File: src/wzh_pkg.sv
// ----------------------------------------------------------------------------
// wzh_pkg
// shared types and codes for the window stacking order hit test
// ----------------------------------------------------------------------------
package wzh_pkg;

	localparam logic [1:0] OP_REG   = 2'd0;
	localparam logic [1:0] OP_HIT   = 2'd1;
	localparam logic [1:0] OP_RAISE = 2'd2;

	localparam logic [1:0] ST_OK    = 2'd0;
	localparam logic [1:0] ST_FULL  = 2'd1;
	localparam logic [1:0] ST_UNREG = 2'd2;
	localparam logic [1:0] ST_MISS  = 2'd3;

	typedef struct packed {
		logic signed [10:0] left;
		logic signed [10:0] top;
		logic [9:0]         width;
		logic [9:0]         height;
	} rect_t;

endpackage

File: src/wzh_store.sv
// ----------------------------------------------------------------------------
// wzh_store
// rectangle table and stacking order memories, registered read ports
// ----------------------------------------------------------------------------
module wzh_store #(
	parameter int MAX_SLOTS = 8,
	localparam int SW = $clog2(MAX_SLOTS)
) (
	input  logic           clk,
	input  logic           rect_we,
	input  logic [SW-1:0]  rect_waddr,
	input  wzh_pkg::rect_t rect_wdata,
	input  logic [SW-1:0]  rect_raddr,
	output wzh_pkg::rect_t rect_rdata,
	input  logic           stack_we,
	input  logic [SW-1:0]  stack_waddr,
	input  logic [SW-1:0]  stack_wdata,
	input  logic [SW-1:0]  stack_raddr,
	output logic [SW-1:0]  stack_rdata
);
	import wzh_pkg::*;

	rect_t       rect_mem  [MAX_SLOTS];
	logic [SW-1:0] stack_mem [MAX_SLOTS];

	always_ff @(posedge clk) begin
		if (rect_we) begin
			rect_mem[rect_waddr] <= rect_wdata;
		end
		rect_rdata <= rect_mem[rect_raddr];
	end

	always_ff @(posedge clk) begin
		if (stack_we) begin
			stack_mem[stack_waddr] <= stack_wdata;
		end
		stack_rdata <= stack_mem[stack_raddr];
	end

endmodule

File: config.mk
export PLATFORM = sky130hd
export DESIGN_NAME = wzh_store
export DESIGN_NICKNAME = d
export VERILOG_FILES = /design/src/wzh_pkg.sv /design/src/wzh_store.sv
export SDC_FILE = /design/constraint.sdc
export NUM_CORES = 1
export LEC_CHECK = 0
export BUFFER_PORTS_ARGS = -buffer_cell sky130_fd_sc_hd__buf_2
export CAP_MARGIN = 10
export CELL_PAD_IN_SITES_DETAIL_PLACEMENT = 0
export CELL_PAD_IN_SITES_GLOBAL_PLACEMENT = 2
export CORE_ASPECT_RATIO = 0.75
export CORE_MARGIN = 8
export CORE_UTILIZATION = 50
export CTS_BUF_LIST = sky130_fd_sc_hd__clkbuf_4 sky130_fd_sc_hd__clkbuf_8
export DETAILED_ROUTE_END_ITERATION = 6
export GPL_TIMING_DRIVEN = 0
export HOLD_SLACK_MARGIN = 0.15
export PLACE_DENSITY_LB_ADDON = 0.1
export SETUP_SLACK_MARGIN = 0.1
export SLEW_MARGIN = 20
export SYNTH_ARGS = -nofsm -noshare
export SYNTH_HDL_FRONTEND = slang
export SYNTH_SLANG_ARGS = --single-unit
File: constraint.sdc
create_clock -name clk -period 6.4 [get_ports clk]
set_input_delay 1.28 -clock clk [delete_from_list [all_inputs] [get_ports clk]]
set_output_delay 1.28 -clock clk [all_outputs]
set_load 0.01 [all_outputs]
**Yosys cells after proc, flatten, opt, wreduce, memory -nomap -nowiden**

Memory sizes are Yosys's and may differ from the RTL's. A register that Yosys moved wholly into a read port is not among the register bits.
Index checks and enable logic that the tools add are counted.

- Bits in registers: 0
- Bits in latches: 0
- Memory bits (writable): 360
- Memory bits (read-only): 0
- Bits of input ports: 60
- Output and inout port bits: 45
- Logic and storage cells: 6
- Memories kept: 2

- $add $sub $neg: 0
- Multipliers: 0
- Div/mod/pow operators: 0
- Order comparisons: 0
- Equality and inequality tests: 0
- Shift-type cells: 0
- Multiplexer cells: 4
- Bitwise gates (word level): 0
- Reductions and logical operators: 0

Memories:

| name | depth | bits a word | read ports | clocked after Yosys merged registers in | wr ports | line | RTL |
|---|---|---|---|---|---|---|---|
| rect_mem | 8 | 42 | 1 | 1 | 1 | wzh_store.sv:23 | `rect_t rect_mem [MAX_SLOTS];` |
| stack_mem | 8 | 3 | 1 | 1 | 1 | wzh_store.sv:24 | `logic [SW-1:0] stack_mem [MAX_SLOTS];` |

Operator list:

| operator | count |
|---|---|
| $mux 1 | 4 |

**Logic depth before layout (Yosys ltp)**

- Depth after elaboration: 2
- Mapped depth: 4

**Least setup slack after synthesis**

No wires, ideal clock.

- Path type: input-to-reg
- Start point: input port rect_waddr[1]
- End point: memory rect_mem[0][0] (netlist name) (enable)
- Arrival: 4.335 ns
- Slack: 1.571 ns
- Stages on the path: 2
- Buffers on the path: 0
- Path through: nand2b_1 nor3_1

RTL lines:

| what | line | RTL |
|---|---|---|
| from (decl) | wzh_store.sv:11 | `input logic [SW-1:0] rect_waddr,` |
| to (decl) | wzh_store.sv:23 |  |

No word-level cell before the write port.

**Worst setup path after layout**

- Start point: input port rect_we
- End point: memory rect_mem[2][27] (netlist name) (enable)

- Cells in the longest elaborated chain, start to end: 2

RTL lines:

| what | line | RTL |
|---|---|---|
| from (decl) | wzh_store.sv:10 | `input logic rect_we,` |
| $mux 1 | wzh_store.sv:27 | `if (rect_we) begin` |
| $mux 1 (implied by the code) | wzh_store.sv:28 | `rect_mem[rect_waddr] <= rect_wdata;` |

Every way passes these cells.

==> flow_summary.toml <==
[timing]
tightest_slew_ps = 867.3
rsz0062_at_grt = "false"
fmax_mhz = 366.2
skew_ps = 17.26
worst_slack_ps = 3669
slew_viol_final = 0
max_slew_margin_pct = 42.18
hold_viol_final = 0
setup_viol = 0
min_period_over_period_pct = 42.67
period_minus_slack_ps = 2731

[critical_path]
worst_path_max_delay_cell = "nor3_2"
path_class = "primary input to register"
critPathMaxFanout = 8
crit_path_end_kind = "register"
r2r_cells = 2
crit_path_cell_trace = "buf_2 > nand2_1 > nor3_2 > buf_4 > buf_4 > buf_4"
startpoint = "rect_we"
max_stage_delay_ps = 670
required_ps = 6690
r2r_start = "rect_mem[2][38]$_DFFE_PP_"
cpLargestDelayFamily = "simple AND/OR/NAND/NOR gates"
worst-path-buf-inv = 4
cpMostUsedCell = "buf_4"
timing.rr.end = "rect_rdata[38]$_DFF_P_"
crit_path_start_kind = "primary input"
rrSetupSlack_ps = 5090
worst-path-stages = 6
cp.arrival_ps = 3020

[pwr]
internal-power_mw = 4.209
clock_power_share_pct = 37.5
vdd_ir_drop_max_uv = 156.6
seqPwrFrac_pct = 56.6
combPwrFrac_pct = 5.9
p_sw_mw = 1.114
power_mw = 5.323
p_leak_nw = 5.809
switching_share_pct = 20.92
powerDensity_nw_per_um2 = 309.4

[placement]
gp_congestion = 0.6926
hpwlAfterDp_um = 17910
port-buffer-count = 100
pre_cts_ws_ps = 3023

[clock_network]
clock_latency_ps = 610
holdBufCountCts = 0
cts_root_buf = "clkbuf_8"
cts_buffer_depth = 3
cts_resized = 0
cts_tree = "built"
clk_pin_slew_ps = 60
h-tree-depth = 2
cts_setup_buffers = 0
numCtsBuffers = 59
cts_sinks = 405

[synthesis]
synthDistinctLibCells = 14
syn_area_um2 = 14620
syn-instance-count = 590
synth_fa_ha_area_share_pct = 0
synthXorXnorAreaFrac_pct = 0
synthesis.nets = 650
synth_top_family_by_area = "multiplexers"
ys_warn_count = 0
ys_ff_latch = 405
synthMuxAreaShare_pct = 17.77
avgSynthCellArea_um2 = 24.77
yosys.area_share.simple_pct = 0.8047
synth_compound_area_share_pct = 0
synth_seq_area_share_pct = 80.13

[hold_path]
hold_class = "register to register"
worstHoldEndpoint = "rect_rdata[31]$_DFF_P_"
holdCritStartpoint = "rect_mem[2][31]$_DFFE_PP_"
whs_path_depth = 2

[detailed_routing]
wl_met3_um = 1570
vias = 6507
postRouteAntennaNets = 0
highest_layer = "met5"
routedWlPerCell_um = 23.76
routed_via_density = 5.360
route.detailed.drc = 0
wl_met2_um = 13850
drtIter0Drc = 401
wirelength_met1_um = 12840
detail_route.first_pass.iterations = 5
routed_wl_um = 28850

[global_routing]
grt_pass1_wl_um = 43680
grt_pass1_vias = 7207
overflow = 0
grtUsageTotal_pct = 16.94
antenna_found_initial = 3
grt_start_max_net_pins = 19

[layout]
seqCellArea_um2 = 11710
layout_common_cells = "edfxtp_1, buf_2, mux4_2"
nFillCells = 2088
finalNetCount = 835
final_common_cell = "edfxtp_1"
multiInputGateArea_um2 = 2770
drive_above_1_share_pct = 44.21
synthToLayoutAreaGrowth_pct = 17.72

[die]
initial_core_util_pct = 50.54
die_w_um = 213.4
dieArea_um2 = 35010
row_count = 54
core_area_um2 = 28920
io_pins = 105
die_y_um = 164.1

[status]
status = "finished, final reports clean"

[run]
maxCapViolCount = 0
## synth_stat cells
cell      instances  area [um2]
clkbuf_1          5       18.77
buf_6             3       33.78
dfxtp_1          45       900.9
nor3_1            4       20.02
mux4_2           73        1644
edfxtp_1        360       10810
nand2b_1          6       37.54
buf_1             3       11.26
mux4_1           17       446.7
mux2_2           45       506.7
buf_2             9       45.04
nor2_1           12       45.04
buf_12            4       80.08
nand2_1           4       15.01
## through the flow
stage	hold slack [ps]	instance area [um2]	util (%)	TNS [ps]	cells
detailed placement	659.7	16050	55.50	0	1106
CTS	682.2	17200	59.49	0	1213
floorplan	640.8	14620	-	0	590
global placement	665.3	15610	53.97	-138450	1082
global route	698.6	17200	59.49	0	1213
finish	673.8	17210	59.50	0	1214
## registers in the layout, summed over array words and instances (netlist names)
| signal | count |
|---|---|
| stack_mem | 24 |
| stack_rdata | 3 |
| rect_rdata | 42 |
| rect_mem | 336 |
## worst max path at each step
| stage | endpoint | slack, ps |
|---|---|---|
| after detailed placement | rect_mem[2][15]$_DFFE_PP_ | 3020 |
| after CTS | rect_mem[2][27]$_DFFE_PP_ | 3640 |
| after global routing | rect_mem[2][16]$_DFFE_PP_ | 3610 |
| after floorplan | rect_mem[0][0]$_DFFE_PP_ | 1570 |
| after global placement | rect_mem[0][29]$_DFFE_PP_ | -1810 |
| final | rect_mem[2][27]$_DFFE_PP_ | 3670 |
## power by group through the flow
stage | Clock (mW) | Combinational, mW | Sequential [mW]
after global placement | 0 | 0.296 | 3.07
after global routing | 2.17 | 0.341 | 3.02
after floorplan | 0 | 0.158 | 3.08
final | 2.00 | 0.314 | 3.01
after detailed placement | 0 | 0.321 | 3.07
after CTS | 2.06 | 0.322 | 3.01
## tightest hold or removal path, cell delays in order, from the launching register on
cell and delay (ps):
edfxtp_1 310, mux4_1 200, mux2_2 130
## logic make-up (layout without fill, tap and decap cells)
| group | Yosys count | in the layout |
|---|---|---|
| buffers and inverters | 24 | 255 |
| muxes | 135 | 135 |
| and+or+nand+nor | 26 | 26 |
| other | 0 | 1 |
| DFF | 405 | 405 |
## area by class of cell
cell class	instances	share of cell area, %
plain buffers	24	1.098
repair buffers	124	5.156
multi-input cells	161	16.10
clock buffers	87	6.014
clock inverters	20	0.6981
flip-flops and latches	405	68.07
well taps	392	2.851
diodes	1	0.01454
## layer usage
layer	vias to the layer above	global-route usage (%)
met4	6	5.006
met1	3407	23.19
met3	52	4.195
li1	2879	-
met2	163	26.92
met5	-	0
(Power assumes the default switching activity.)
